## src/design/elfv_pkg.sv

```systemverilog
// ----------------------------------------------------------------------------
// elfv_pkg
// Shared types and constants of the elf64 image validator: item and result
// records, status, opcode and register index codes.
// ----------------------------------------------------------------------------
package elfv_pkg;

  localparam int unsigned QueueDepthDef = 2;
  localparam int unsigned CfgIdxW = 2;
  localparam int unsigned CfgDataW = 64;

  localparam logic [55:0] IDENT_GOOD = 56'h010102464C457F;
  localparam logic [15:0] TYPE_EXEC = 16'd2;
  localparam logic [15:0] MACH_X86_64 = 16'd62;
  localparam logic [15:0] PHDR_BYTES = 16'd56;
  localparam logic [63:0] EHDR_BYTES = 64'd64;
  localparam logic [31:0] PT_LOADABLE = 32'd1;

  typedef enum logic {
    OP_FILE_HDR = 1'b0,
    OP_PROG_HDR = 1'b1
  } op_e;

  typedef enum logic [1:0] {
    ST_OK      = 2'd0,
    ST_INVALID = 2'd1,
    ST_REGION  = 2'd2
  } status_e;

  typedef enum logic [CfgIdxW-1:0] {
    CFG_IMAGE_BYTES  = 2'd0,
    CFG_REGION_START = 2'd1,
    CFG_REGION_BYTES = 2'd2
  } cfg_idx_e;

  typedef enum logic [1:0] {
    PH_IDLE    = 2'b01,
    PH_COLLECT = 2'b10
  } phase_e;

  // classified request, as it waits in the queue
  typedef struct packed {
    op_e         op;
    logic        hdr_ok;
    logic        load;
    logic        bad_file;
    logic        bad_region;
    logic [15:0] count;
    logic [63:0] address;
    logic [63:0] seg_end;
    logic [31:0] fsz;
    logic [31:0] msz;
  } item_t;

  typedef struct packed {
    status_e     status;
    logic        last;
    logic [63:0] low_address;
    logic [63:0] high_address;
    logic [15:0] load_count;
    logic [31:0] file_total;
    logic [31:0] mem_total;
  } result_t;

  typedef struct packed {
    logic full;
    logic empty;
  } q_status_t;

endpackage

```

## src/design/elfv_front.sv

```systemverilog
// ----------------------------------------------------------------------------
// elfv_front
// Configuration registers and request classification: all checks that depend
// only on the request and the configuration.
// ----------------------------------------------------------------------------
module elfv_front (
  input  logic                                clk_i,
  input  logic                                rst_ni,
  input  logic                                cfg_we_i,
  input  logic [elfv_pkg::CfgIdxW-1:0]        cfg_index_i,
  input  logic [elfv_pkg::CfgDataW-1:0]       cfg_wdata_i,
  input  logic                                op_i,
  input  logic [55:0]                         ident_i,
  input  logic [15:0]                         file_type_i,
  input  logic [15:0]                         machine_i,
  input  logic [15:0]                         entry_size_i,
  input  logic [15:0]                         header_count_i,
  input  logic [63:0]                         offset_i,
  input  logic [63:0]                         address_i,
  input  logic [31:0]                         seg_type_i,
  input  logic [63:0]                         file_size_i,
  input  logic [63:0]                         mem_size_i,
  output elfv_pkg::item_t                     item_o,
  output logic [63:0]                         region_start_o,
  output logic [63:0]                         region_bytes_o
);

  logic [63:0] image_bytes_q, region_start_q, region_bytes_q;
  logic [21:0] table_len;
  logic        fsz_gt_msz;

  function automatic logic fits_image(input logic [63:0] off, input logic [63:0] len,
                                      input logic [63:0] img);
    logic [63:0] room;
    room = img - len;
    return (len <= img) && (off <= room);
  endfunction

  function automatic logic fits_region(input logic [63:0] va, input logic [63:0] len,
                                       input logic [63:0] rs, input logic [63:0] rb);
    logic [63:0] rel;
    logic [63:0] room;
    rel  = va - rs;
    room = rb - len;
    return (va >= rs) && (len <= rb) && (rel <= room);
  endfunction

  always_ff @(posedge clk_i or negedge rst_ni) begin
    if (!rst_ni) begin
      image_bytes_q  <= '0;
      region_start_q <= '0;
      region_bytes_q <= '0;
    end else if (cfg_we_i) begin
      case (cfg_index_i)
        elfv_pkg::CFG_IMAGE_BYTES:  image_bytes_q  <= cfg_wdata_i;
        elfv_pkg::CFG_REGION_START: region_start_q <= cfg_wdata_i;
        elfv_pkg::CFG_REGION_BYTES: region_bytes_q <= cfg_wdata_i;
        default: ;
      endcase
    end
  end

  // count * 56 as (count << 6) - (count << 3)
  assign table_len  = {header_count_i, 6'b0} - {3'b0, header_count_i, 3'b0};
  assign fsz_gt_msz = file_size_i > mem_size_i;

  assign region_start_o = region_start_q;
  assign region_bytes_o = region_bytes_q;

  always_comb begin
    item_o.op = elfv_pkg::op_e'(op_i);
    item_o.hdr_ok = (image_bytes_q >= elfv_pkg::EHDR_BYTES) &&
                    (ident_i == elfv_pkg::IDENT_GOOD) &&
                    (file_type_i == elfv_pkg::TYPE_EXEC) &&
                    (machine_i == elfv_pkg::MACH_X86_64) &&
                    (entry_size_i == elfv_pkg::PHDR_BYTES) &&
                    (header_count_i != 16'd0) &&
                    fits_image(offset_i, {42'b0, table_len}, image_bytes_q);
    item_o.load       = seg_type_i == elfv_pkg::PT_LOADABLE;
    item_o.bad_file   = fsz_gt_msz || !fits_image(offset_i, file_size_i, image_bytes_q);
    item_o.bad_region = !fits_region(address_i, mem_size_i, region_start_q, region_bytes_q);
    item_o.count      = header_count_i;
    item_o.address    = address_i;
    item_o.seg_end    = address_i + mem_size_i;
    item_o.fsz        = file_size_i[31:0];
    item_o.msz        = mem_size_i[31:0];
  end

endmodule

```

## src/design/elfv_queue.sv

```systemverilog
// ----------------------------------------------------------------------------
// elfv_queue
// Short request queue between the classifier and the tracking stage.
// ----------------------------------------------------------------------------
module elfv_queue #(
  parameter int unsigned Depth = elfv_pkg::QueueDepthDef
) (
  input  logic                 clk_i,
  input  logic                 rst_ni,
  input  logic                 push_i,
  input  elfv_pkg::item_t      item_i,
  input  logic                 pop_i,
  output elfv_pkg::item_t      item_o,
  output elfv_pkg::q_status_t  status_o
);

  localparam int unsigned PtrW = (Depth > 1) ? $clog2(Depth) : 1;
  localparam int unsigned CntW = $clog2(Depth + 1);

  elfv_pkg::item_t entry_q [Depth];
  logic [PtrW-1:0] wr_ptr_q, wr_ptr_d, rd_ptr_q, rd_ptr_d;
  logic [CntW-1:0] cnt_q, cnt_d;

  always_comb begin
    wr_ptr_d = wr_ptr_q;
    rd_ptr_d = rd_ptr_q;
    cnt_d    = cnt_q;
    if (push_i) begin
      wr_ptr_d = (wr_ptr_q == PtrW'(Depth - 1)) ? '0 : wr_ptr_q + PtrW'(1);
    end
    if (pop_i) begin
      rd_ptr_d = (rd_ptr_q == PtrW'(Depth - 1)) ? '0 : rd_ptr_q + PtrW'(1);
    end
    if (push_i && !pop_i) begin
      cnt_d = cnt_q + CntW'(1);
    end else if (pop_i && !push_i) begin
      cnt_d = cnt_q - CntW'(1);
    end
  end

  always_ff @(posedge clk_i or negedge rst_ni) begin
    if (!rst_ni) begin
      wr_ptr_q <= '0;
      rd_ptr_q <= '0;
      cnt_q    <= '0;
    end else begin
      wr_ptr_q <= wr_ptr_d;
      rd_ptr_q <= rd_ptr_d;
      cnt_q    <= cnt_d;
    end
  end

  always_ff @(posedge clk_i) begin
    if (push_i) begin
      entry_q[wr_ptr_q] <= item_i;
    end
  end

  assign item_o         = entry_q[rd_ptr_q];
  assign status_o.full  = cnt_q == CntW'(Depth);
  assign status_o.empty = cnt_q == '0;

endmodule

```

## src/design/elfv_back.sv

```systemverilog
// ----------------------------------------------------------------------------
// elfv_back
// Tracking stage: phase, header counts, address span and size totals, and the
// registered result toward the output channel.
// ----------------------------------------------------------------------------
module elfv_back (
  input  logic                 clk_i,
  input  logic                 rst_ni,
  input  elfv_pkg::item_t      item_i,
  input  elfv_pkg::q_status_t  q_status_i,
  input  logic [63:0]          region_start_i,
  input  logic [63:0]          region_bytes_i,
  output logic                 pop_o,
  output logic                 out_valid_o,
  input  logic                 out_ready_i,
  output elfv_pkg::result_t    result_o
);

  elfv_pkg::phase_e  phase_q, phase_d;
  logic [15:0]       expected_q, expected_d, seen_q, seen_d, cnt_q, cnt_d;
  logic [63:0]       entry_q, entry_d, min_q, min_d, max_q, max_d;
  logic [63:0]       entry_rel;
  logic              entry_ok;
  logic [31:0]       fsum_q, fsum_d, msum_q, msum_d;
  logic              valid_q;
  elfv_pkg::result_t res_q, res_d;
  elfv_pkg::status_e status;
  logic              last;

  assign pop_o = !q_status_i.empty && (!valid_q || out_ready_i);

  // entry point inside the user region as currently configured
  assign entry_rel = entry_q - region_start_i;
  assign entry_ok  = (entry_q >= region_start_i) && (region_bytes_i != 64'd0) &&
                     (entry_rel <= region_bytes_i - 64'd1);

  always_comb begin
    phase_d    = phase_q;
    expected_d = expected_q;
    seen_d     = seen_q;
    cnt_d      = cnt_q;
    entry_d    = entry_q;
    min_d      = min_q;
    max_d      = max_q;
    fsum_d     = fsum_q;
    msum_d     = msum_q;
    status     = elfv_pkg::ST_OK;
    last       = 1'b0;

    if (item_i.op == elfv_pkg::OP_FILE_HDR) begin
      expected_d = '0;
      seen_d     = '0;
      entry_d    = '0;
      min_d      = '1;
      max_d      = '0;
      cnt_d      = '0;
      fsum_d     = '0;
      msum_d     = '0;
      if (item_i.hdr_ok) begin
        expected_d = item_i.count;
        entry_d    = item_i.address;
        phase_d    = elfv_pkg::PH_COLLECT;
      end else begin
        phase_d = elfv_pkg::PH_IDLE;
        status  = elfv_pkg::ST_INVALID;
        last    = 1'b1;
      end
    end else if (phase_q != elfv_pkg::PH_COLLECT) begin
      status = elfv_pkg::ST_INVALID;
      last   = 1'b1;
    end else begin
      seen_d = seen_q + 16'd1;
      if (item_i.load && item_i.bad_file) begin
        phase_d = elfv_pkg::PH_IDLE;
        status  = elfv_pkg::ST_INVALID;
        last    = 1'b1;
      end else if (item_i.load && item_i.bad_region) begin
        phase_d = elfv_pkg::PH_IDLE;
        status  = elfv_pkg::ST_REGION;
        last    = 1'b1;
      end else begin
        if (item_i.load) begin
          if (item_i.address < min_q) begin
            min_d = item_i.address;
          end
          if (item_i.seg_end > max_q) begin
            max_d = item_i.seg_end;
          end
          cnt_d  = cnt_q + 16'd1;
          fsum_d = fsum_q + item_i.fsz;
          msum_d = msum_q + item_i.msz;
        end
        if (seen_d == expected_q) begin
          phase_d = elfv_pkg::PH_IDLE;
          last    = 1'b1;
          if (cnt_d == '0 || !entry_ok || entry_q < min_d || entry_q >= max_d) begin
            status = elfv_pkg::ST_INVALID;
          end
        end
      end
    end

    res_d.status       = status;
    res_d.last         = last;
    res_d.low_address  = min_d;
    res_d.high_address = max_d;
    res_d.load_count   = cnt_d;
    res_d.file_total   = fsum_d;
    res_d.mem_total    = msum_d;
  end

  always_ff @(posedge clk_i or negedge rst_ni) begin
    if (!rst_ni) begin
      phase_q    <= elfv_pkg::PH_IDLE;
      expected_q <= '0;
      seen_q     <= '0;
      cnt_q      <= '0;
      entry_q    <= '0;
      min_q      <= '1;
      max_q      <= '0;
      fsum_q     <= '0;
      msum_q     <= '0;
      valid_q    <= 1'b0;
    end else begin
      if (pop_o) begin
        phase_q    <= phase_d;
        expected_q <= expected_d;
        seen_q     <= seen_d;
        cnt_q      <= cnt_d;
        entry_q    <= entry_d;
        min_q      <= min_d;
        max_q      <= max_d;
        fsum_q     <= fsum_d;
        msum_q     <= msum_d;
        valid_q    <= 1'b1;
      end else if (out_ready_i) begin
        valid_q <= 1'b0;
      end
    end
  end

  always_ff @(posedge clk_i) begin
    if (pop_o) begin
      res_q <= res_d;
    end
  end

  assign out_valid_o = valid_q;
  assign result_o    = res_q;

endmodule

```

## src/design/elf64_image_validator_core.sv

```systemverilog
// ----------------------------------------------------------------------------
// elf64_image_validator_core
// Validates an elf64 executable header and its program headers for loading
// into a fixed user region; one result per request.
// ----------------------------------------------------------------------------
// a request taken at the input is written into a queue entry, then popped into
// the tracking stage register as the result; throughput: one request per cycle
// while the output channel accepts results
// reset: control state, configuration and tracking state cleared at once,
// no clearing pass
module elf64_image_validator_core #(
  parameter int unsigned QueueDepth = elfv_pkg::QueueDepthDef
) (
  input  logic                          clk_i,
  input  logic                          rst_ni,
  input  logic                          cfg_we_i,
  input  logic [elfv_pkg::CfgIdxW-1:0]  cfg_index_i,
  input  logic [elfv_pkg::CfgDataW-1:0] cfg_wdata_i,
  input  logic                          in_valid_i,
  output logic                          in_ready_o,
  input  logic                          in_op_i,
  input  logic [55:0]                   in_ident_i,
  input  logic [15:0]                   in_file_type_i,
  input  logic [15:0]                   in_machine_i,
  input  logic [15:0]                   in_entry_size_i,
  input  logic [15:0]                   in_header_count_i,
  input  logic [63:0]                   in_offset_i,
  input  logic [63:0]                   in_address_i,
  input  logic [31:0]                   in_seg_type_i,
  input  logic [63:0]                   in_file_size_i,
  input  logic [63:0]                   in_mem_size_i,
  output logic                          out_valid_o,
  input  logic                          out_ready_i,
  output logic [1:0]                    out_status_o,
  output logic                          out_last_o,
  output logic [63:0]                   out_low_address_o,
  output logic [63:0]                   out_high_address_o,
  output logic [15:0]                   out_load_count_o,
  output logic [31:0]                   out_file_total_o,
  output logic [31:0]                   out_mem_total_o
);

  elfv_pkg::item_t     front_item, queue_item;
  elfv_pkg::q_status_t q_status;
  elfv_pkg::result_t   result;
  logic                push, pop;
  logic [63:0]         region_start, region_bytes;

  assign in_ready_o = !q_status.full;
  assign push       = in_valid_i && in_ready_o;

  elfv_front u_front (
    .clk_i          (clk_i),
    .rst_ni         (rst_ni),
    .cfg_we_i       (cfg_we_i),
    .cfg_index_i    (cfg_index_i),
    .cfg_wdata_i    (cfg_wdata_i),
    .op_i           (in_op_i),
    .ident_i        (in_ident_i),
    .file_type_i    (in_file_type_i),
    .machine_i      (in_machine_i),
    .entry_size_i   (in_entry_size_i),
    .header_count_i (in_header_count_i),
    .offset_i       (in_offset_i),
    .address_i      (in_address_i),
    .seg_type_i     (in_seg_type_i),
    .file_size_i    (in_file_size_i),
    .mem_size_i     (in_mem_size_i),
    .item_o         (front_item),
    .region_start_o (region_start),
    .region_bytes_o (region_bytes)
  );

  elfv_queue #(
    .Depth (QueueDepth)
  ) u_queue (
    .clk_i    (clk_i),
    .rst_ni   (rst_ni),
    .push_i   (push),
    .item_i   (front_item),
    .pop_i    (pop),
    .item_o   (queue_item),
    .status_o (q_status)
  );

  elfv_back u_back (
    .clk_i          (clk_i),
    .rst_ni         (rst_ni),
    .item_i         (queue_item),
    .q_status_i     (q_status),
    .region_start_i (region_start),
    .region_bytes_i (region_bytes),
    .pop_o          (pop),
    .out_valid_o    (out_valid_o),
    .out_ready_i    (out_ready_i),
    .result_o       (result)
  );

  assign out_status_o       = result.status;
  assign out_last_o         = result.last;
  assign out_low_address_o  = result.low_address;
  assign out_high_address_o = result.high_address;
  assign out_load_count_o   = result.load_count;
  assign out_file_total_o   = result.file_total;
  assign out_mem_total_o    = result.mem_total;

  a_pending_is_ok: assert property (@(posedge clk_i) disable iff (!rst_ni)
    out_valid_o && !out_last_o |-> out_status_o == elfv_pkg::ST_OK)
    else $error("non-final result carries an error status");

  a_push_lands: assert property (@(posedge clk_i) disable iff (!rst_ni)
    push |=> !q_status.empty)
    else $error("accepted request missing from queue");

  a_totals_need_loads: assert property (@(posedge clk_i) disable iff (!rst_ni)
    out_valid_o && out_load_count_o == 16'd0 |->
      out_file_total_o == 32'd0 && out_mem_total_o == 32'd0)
    else $error("size totals nonzero without loadable segments");

  a_pop_needs_data: assert property (@(posedge clk_i) disable iff (!rst_ni)
    pop |-> !q_status.empty && (!out_valid_o || out_ready_i))
    else $error("queue popped without data or output room");

endmodule

```

## config.mk

```make
export PLATFORM = sky130hd
export DESIGN_NAME = elf64_image_validator_core
export DESIGN_NICKNAME = d
export VERILOG_FILES = /design/src/design/elfv_pkg.sv /design/src/design/elfv_front.sv /design/src/design/elfv_queue.sv /design/src/design/elfv_back.sv /design/src/design/elf64_image_validator_core.sv
export SDC_FILE = /design/constraint.sdc
export NUM_CORES = 2
export LEC_CHECK = 0
export BUFFER_PORTS_ARGS = -buffer_cell sky130_fd_sc_hd__buf_2
export CAP_MARGIN = 30
export CORE_UTILIZATION = 40
export DETAILED_ROUTE_END_ITERATION = 7
export PLACE_DENSITY_LB_ADDON = 0.1
export SLEW_MARGIN = 15
export SYNTH_ARGS = -nofsm -noshare
export SYNTH_HDL_FRONTEND = slang
export SYNTH_SLANG_ARGS = --single-unit
```

## constraint.sdc

```tcl
create_clock -name clk_i -period 29.4 [get_ports clk_i]
set_input_delay 0 -clock clk_i [delete_from_list [all_inputs] [get_ports clk_i]]
set_output_delay 0 -clock clk_i [all_outputs]
set_load 0.1 [all_outputs]
```

### Word-level counts from Yosys, hierarchy flattened

Memories as Yosys holds them, arrays and structs flattened.
Index checks and enable logic that the tools add are counted.

| word-level totals | value |
|---|---|
| bits in registers | 714 |
| latch bits | 0 |
| RAM bits | 426 |
| ROM bits | 0 |
| input bits | 480 |
| output and inout bits | 213 |
| word-level logic and storage cells | 182 |
| memories | 1 |

Memories:

| memory | words | bits a word | rd ports | clocked after memory_dff | write ports | RTL line | source |
|---|---|---|---|---|---|---|---|
| u_queue.entry_q | 2 | 213 | 1 | 0 | 1 | elfv_queue.sv:20 | `elfv_pkg::item_t entry_q [Depth];` |

| cells by class | value |
|---|---|
| add/sub/neg operators | 16 |
| multipliers | 0 |
| div/mod/pow operators | 0 |
| order comparisons | 15 |
| equality and inequality tests | 12 |
| shift operators | 0 |
| mux-type cells | 70 |
| bitwise gates (word level) | 1 |
| reductions and logical operators | 44 |

Operator list:

| operator | count |
|---|---|
| $mux 64 | 21 |
| $le 64x64->1 | 6 |
| $mux 32 | 10 |
| $sub 64x64->64 | 4 |
| $ge 64x64->1 | 3 |
| $mux 16 | 12 |
| $gt 64x64->1 | 2 |
| $lt 64x64->1 | 2 |
| $add 32x32->32 | 2 |
| $add 64x64->64 | 1 |
| $ge 64x7->1 const B | 1 |
| $le 22x64->1 | 1 |
| $reduce_bool 64->1 | 1 |
| $sub 64x1->64 const B | 1 |
| $sub 64x22->64 | 1 |
| $eq 56x49->1 const B | 1 |
| $add 16x1->16 const B | 2 |
| $eq 16x6->1 const B | 2 |
| $eq 32x1->1 const B | 1 |
| $mux 2 | 13 |
| $sub 22x19->22 | 1 |
| $logic_and 1x1->1 | 18 |
| $eq 16x16->1 | 1 |
| $eq 16x2->1 const B | 1 |
| other kinds (17) | 50 |

### Logic depth before layout (Yosys ltp)

An unclocked memory read counts as a cell.

| depth | value |
|---|---|
| depth after elaboration | 17 |
| depth in mapped cells | 35 |
| mapped depth without buffers | 34 |

### Cells and area by module

Synthesis repeated with hierarchy kept, for this count alone.

| second synthesis, totals | value |
|---|---|
| cells, all modules | 8883 |
| area, all modules | 86259.0 µm² |

Modules (own cells, without submodules):

| module | instances | cells an instance | area each (µm²) | seq. area each (µm²) |
|---|---|---|---|---|
| elfv_back | 1 | 4151 | 37926.4 | 14099.8 |
| elfv_front | 1 | 4051 | 32105.8 | 4804.6 |
| elfv_queue | 1 | 679 | 16216.8 | 12892.4 |
| elf64_image_validator_core | 1 | 2 | 10.0 | 0.0 |

### Worst setup path before layout

No wires, ideal clock.

| path | value |
|---|---|
| path kind | reg2reg |
| start | register u_queue.cnt_q[0] |
| end | memory u_queue.entry_q[0][0] (netlist bit) (enable) |
| library setup time | 0.791 ns |
| data arrival time | 10.349 ns |
| data required time | 28.609 ns |
| setup slack | 18.260 ns |
| stages on the path, launching flop included | 4 |
| path buffers | 0 |
| clock period less this slack | 11.140 ns |
| cells stage by stage | dfrtp_1 > nand2b_1 > nand2_1 > nor2_1 |

| between the ends | value |
|---|---|
| cells in the longest elaborated chain, start to end | 5 |

RTL lines:

| item | RTL line | source |
|---|---|---|
| start, declared | elfv_queue.sv:22 | `logic [CntW-1:0] cnt_q, cnt_d;` |
| start signal, assigned | elfv_queue.sv:49 | `cnt_q <= cnt_d;` |
| $eq 2x2->1 | elfv_queue.sv:60 | `assign status_o.full = cnt_q == CntW'(Depth);` |
| $logic_not 1->1 | elf64_image_validator_core.sv:49 | `assign in_ready_o = !q_status.full;` |
| via in_ready_o | elf64_image_validator_core.sv:20 | `output logic in_ready_o,` |
| $logic_and 1x1->1 | elf64_image_validator_core.sv:50 | `assign push = in_valid_i && in_ready_o;` |
| $mux 1 | elfv_queue.sv:54 | `if (push_i) begin` |
| $mux 1 (not written as such) | elfv_queue.sv:55 | `entry_q[wr_ptr_q] <= item_i;` |
| end, declared | elfv_queue.sv:20 |  |

The timed path passes the listed nets, and every way through them passes these cells.

### Worst setup path in the final report

| path | value |
|---|---|
| start | register u_queue.rd_ptr_q |
| end | register u_back.res_q, in the netlist u_back.result_o[209] (data pin) |

| between the ends | value |
|---|---|
| cells in the longest elaborated chain, start to end | 17 |
| elaborated cells between the ends (all ways) | 35 |
| classes of those cells | order compare (4); mux (24); reduce/logical (6); memory (1) |

RTL lines:

| item | RTL line | source |
|---|---|---|
| start, declared | elfv_queue.sv:21 | `logic [PtrW-1:0] wr_ptr_q, wr_ptr_d, rd_ptr_q, rd_ptr_d;` |
| start signal, assigned | elfv_queue.sv:48 | `rd_ptr_q <= rd_ptr_d;` |
| $mem_v2 2x213 * | -- |  |
| $lt 64x64->1 | elfv_back.sv:83 | `if (item_i.address < min_q) begin` |
| $mux 64 | elfv_back.sv:83 |  |
| $mux 64 | elfv_back.sv:82 | `if (item_i.load) begin` |
| $mux 64 | elfv_back.sv:77 | `end else if (item_i.load && item_i.bad_region) begin` |
| $mux 64 | elfv_back.sv:73 | `if (item_i.load && item_i.bad_file) begin` |
| $mux 64 | elfv_back.sv:68 | `end else if (phase_q != elfv_pkg::PH_COLLECT) begin` |
| $mux 64 | elfv_back.sv:50 | `if (item_i.op == elfv_pkg::OP_FILE_HDR) begin` |
| $lt 64x64->1 | elfv_back.sv:96 | `if (cnt_d == '0 \|\| !entry_ok \|\| entry_q < min_d \|\| entry_q >= max_d) begin` |
| $logic_or 1x1->1 (2 in a row) | elfv_back.sv:96 |  |
| $mux 1 | elfv_back.sv:96 |  |
| $mux 2 | elfv_back.sv:93 | `if (seen_d == expected_q) begin` |
| $mux 2 | elfv_back.sv:77 |  |
| $mux 2 | elfv_back.sv:73 |  |
| $mux 2 | elfv_back.sv:68 |  |
| $mux 2 * | elfv_back.sv:50 |  |
| via u_back.status[0] | elfv_back.sv:27 | `elfv_pkg::status_e status;` |
| end signal, assigned | elfv_back.sv:144 | `res_q <= res_d;` |
| end, declared | elfv_back.sv:26 | `elfv_pkg::result_t res_q, res_d;` |

The timed path passes the listed nets; every way through them passes the cells marked *. The select of a mux whose other input is x is not followed.
A chain may end at the register's enable or synchronous reset.

==> impl.org <==
** Synthesis
- Share of flip-flops with an asynchronous set or reset :: approximately 44%
- Number of warning messages in the yosys log :: 0
- A synthesized cell averages 9.679 um2.
- Cell type with the highest aggregate area in the netlist :: edfxtp_1
- Share of Yosys cell area claimed by the top area cell type :: a little under a quarter
- Synth Instances :: 8661
- The synthesized design contains around 640 enable-type register cells.
- Share of synthesized area occupied by flip-flops and latches :: 37.93%
- In this run the cell area of the synthesized design comes to about 84000 um2.
- The number of different library cells used by synthesis comes to around 100.
- Primary FF master, synth :: edfxtp_1
- Total nets after synthesis :: slightly above 10000
- Most area-consuming cells after synthesis :: edfxtp_1 (23%), ha_1 (15%), dfrtp_1 (13%)
- Count of state elements after synthesis :: approximately 1100

** GRT
- Global-route track usage on met3 :: 3.543%
- Global-route congestion overflow total :: 0
- Entering global routing, the biggest net connects 98 pins.
- Met1 track demand over resource in global routing :: a little over two fifths
- The number of global-route vias before repair came to a little under 70000.
- Met2 track demand over resource :: 45.34%
- In this run the most used layer during global routing was met2.
- Wire length of the first global-routing pass :: about 460 mm
- Number of antenna violations at the first check in global routing :: 63
- Global routing used 29.55% of the available tracks.

** Pwr
- Post-layout total power :: 9.335 mW
- The analysis attributes to cell leakage a power of around 44 nW.
- Largest vdd supply drop :: roughly 0.086 mV
- Ratio of total power to cell area :: 95.40 nW/um2

** Final layout
- Cells with a size suffix above 1 make up 15.27% of the layout.
- The sequential cells in the finished layout cover a total of 31800 um2.
- Final core utilization :: a little under half
- Commonest cells after routing, fill and taps aside :: ha_1 (993), nand2_1 (827), a21oi_1 (702)
- Multi-input gate area :: 48910 um2
- Layout overhead on the synthesized area :: 16.73%
- Once layout is complete, the cells apart from fillers number 12460.
- The filler cells instantiated in the layout total 19790.
- The library cell used most frequently in the layout, excluding fill and tap cells, is ha_1.
- After the last flow step, the layout net total stands at around 11000.

** Die
- Standard-cell row count :: 167
- Area inside the core boundary :: between 200000 and 250000 um2
- Measured along the x axis, the die boundary spans 459.8 um.
- Starting density of the core :: between 40 and 50%
- Die area :: 211400 um2
- Vertical die dimension :: 459.8 um
- 693 I/O pins were placed.

** STA
- Max frequency :: 0.1020 GHz
- Setup repair after global routing left no endpoint under its margin.
- After routing, the total negative slack on setup checks comes to 0 ps.
- Setup violations remaining at the end of the flow were counted as 0.
- Final Slew Violations :: 0
- Once routing completed, OpenROAD measured the worst setup slack at just under 20000 ps.
- Final Critical Period :: between 9000 and 10000 ps
- Slew at the pin closest to its max-slew limit :: roughly 1100 ps
- Clock Skews :: around 41 ps
- Final worst-path cycle share :: 33.33%
- Slew HR :: 27.71%
- The number of hold violations in the final report was 0.

** Placed design
- Buffers on Ports :: 692
- Global placement routability congestion :: 0.9706
- OpenSTA, run right after detailed placement, puts the worst setup slack at approximately 20000 ps.
- Cell count after placement :: around 12000
- Detailed placement ended at an HPWL of 256.5 mm.

** Routing
- For this run, design rule violations remaining after detail routing come to 0.
- After detailed routing, the average wire length per cell comes to 25.73 um.
- Starting DRC count in detailed routing :: roughly 6500
- For this run, the detailed router's first-pass iteration total came to 8.
- In this run the remaining antenna-violating nets after routing total 0.
- Vias per Instance :: 5.803
- Vias after detailed routing :: 72300
- Post-Route WL :: 320.5 mm

** Setup path
- The largest individual stage delay along the critical path comes from the cell dfrtp_4.
- The cell family contributing the most delay on the critical path is compound AO/OA/AOI/OAI gates.
- Path type of the worst setup path :: register to register
- Cell mode on critical path :: a21o_1
- Worst EP required :: 30030 ps
- At the worst endpoint, the arrival time is 10430 ps.
- Crit path buf inv count :: 4
- Critical path endpoint category :: register
- Setup crit start kind :: register
- Of all nets on the critical path, the largest fanout is 46.
- Largest incremental delay on the critical path :: ~960 ps

** CTS
- Cells resized by post-CTS repair :: 0
- H-tree depth :: 4
- Clock buffer count from CTS :: 133
- Clock-pin slew was measured on the worst setup and hold paths at 60 ps.
- TritonCTS clock tree :: done
- The tree is rooted in a clkbuf_16.
- Clock insertion delay at the later pin of the skew report :: 810 ps
- Number of sinks driven by the clock tree :: around 1100
- Clock Path Buffers :: 3

** Run
- Number of max-cap violations :: 0

** Min path
- The tightest min-delay check is of the input port to register type.

** Status
- The run finished with clean final reports.
-- state kept, by name, indices dropped and copies added, names as in the netlist, 32 cells and up --
name / cells
u_front.region_start_o: 64
u_queue.entry_q: 426
u_front.image_bytes_q: 64
u_back.entry_q: 64
u_back.msum_q: 32
u_back.min_q: 64
u_back.max_q: 64
u_front.region_bytes_o: 64
u_back.result_o: 211
u_back.fsum_q: 32
-- report_power, final --
group,total (mW),switching (mW),internal (mW)
combinational,5.08,3.42,1.65
sequential,2.51,0.338,2.18
clock,1.74,0.722,1.02
-- layer usage --
| layer | up-vias | share of wire, % |
|---|---|---|
| met5 | - | 0.076 |
| met4 | 6 | 4.0 |
| met3 | 429 | 6.4 |
| met2 | 2737 | 43 |
| met1 | 35350 | 46 |
| li1 | 33780 | - |
-- worst reg2reg max path, stage by stage, from the launching register on --
cell,delay (ps)
dfrtp_4,960
buf_4,700
buf_4,740
mux2_2,520
ha_1,300
a21o_1,160
a21o_1,160
a21oi_1,130
o21ai_0,260
a211oi_1,480
o211ai_1,460
a211oi_4,330
buf_4,500
buf_4,650
mux2i_1,430
ha_1,310
a21o_1,180
a21o_1,170
a21o_1,170
a21oi_1,140
nor2b_1,60
o21ai_0,310
a31oi_1,180
a2111oi_0,410
a21oi_1,110
or4_1,650
a21oi_1,180
-- layout make-up --
type / count / share of cell area [%]
multi-input combinational: 6654 / 49.99
clock buffer: 176 / 3.776
clock inverter: 70 / 0.9181
antenna: 37 / 0.09462
inverter: 549 / 2.114
sequential: 1140 / 32.50
timing repair buffer: 1045 / 7.047
tap: 2788 / 3.565
-- path summary, 6_finish.rpt --
path | start | slack [ps] | depth (start not counted) | end
worst max-delay path | u_queue.rd_ptr_q | 19600 | 26 | u_back.result_o[209]
worst min register to register | u_back.expected_q[11] | 490 | 2 | u_back.expected_q[11]
max in group asynchronous | rst_ni | 26080 | 8 | u_front.image_bytes_q[56]
min in group asynchronous | rst_ni | 450 | 4 | u_back.fsum_q[2]
worst max register to register | u_queue.rd_ptr_q | 19600 | 26 | u_back.result_o[209]
worst min-delay path | cfg_wdata_i[39] | 50 | 3 | u_front.region_bytes_o[39]
-- metrics by stage --
step	hold slack [ps]	area, um2
6_report	51.94	97850
2_1_floorplan	-295.6	83830
3_3_place_gp	116.1	90270
3_5_place_dp	118.1	90320
4_1_cts	0.02948	97650
5_1_grt	29.78	97820
-- cell families (layout without fill, tap and decap cells) --
kind of cell / Yosys count / in the layout / share of synthesized area (%)
AND/OR/NAND/NOR: 2321 / 2321 / 13.28
adder cells (fa/ha/maj): 1001 / 1001 / 15.01
buffers and inverters: 867 / 1840 / 3.908
flip-flops: 1140 / 1140 / 37.93
other: 0 / 37 / 0
multiplexers: 493 / 493 / 6.384
AO/OA/AOI/OAI: 2318 / 2318 / 18.04
XOR/XNOR: 521 / 521 / 5.443
-- cell usage after synthesis, types with 204 or more instances --
master and instances:
clkbuf_1 280, o21ai_0 380, mux2_2 330, edfxtp_1 637
a21oi_1 703, inv_1 548, nand4_1 204, nor2_1 452
xnor2_1 329, nand2_1 831, a21o_1 444, dfrtp_1 438
ha_1 993
-- repair_timing --
| action | in CTS | in global routing |
|---|---|---|
| setup buffers | 0 | 0 |
| setup endpoints to repair | 0 | 0 |
| hold endpoints to repair | 731 | 29 |
| hold buffers | 272 | 1 |
(Power assumes the default switching activity.)
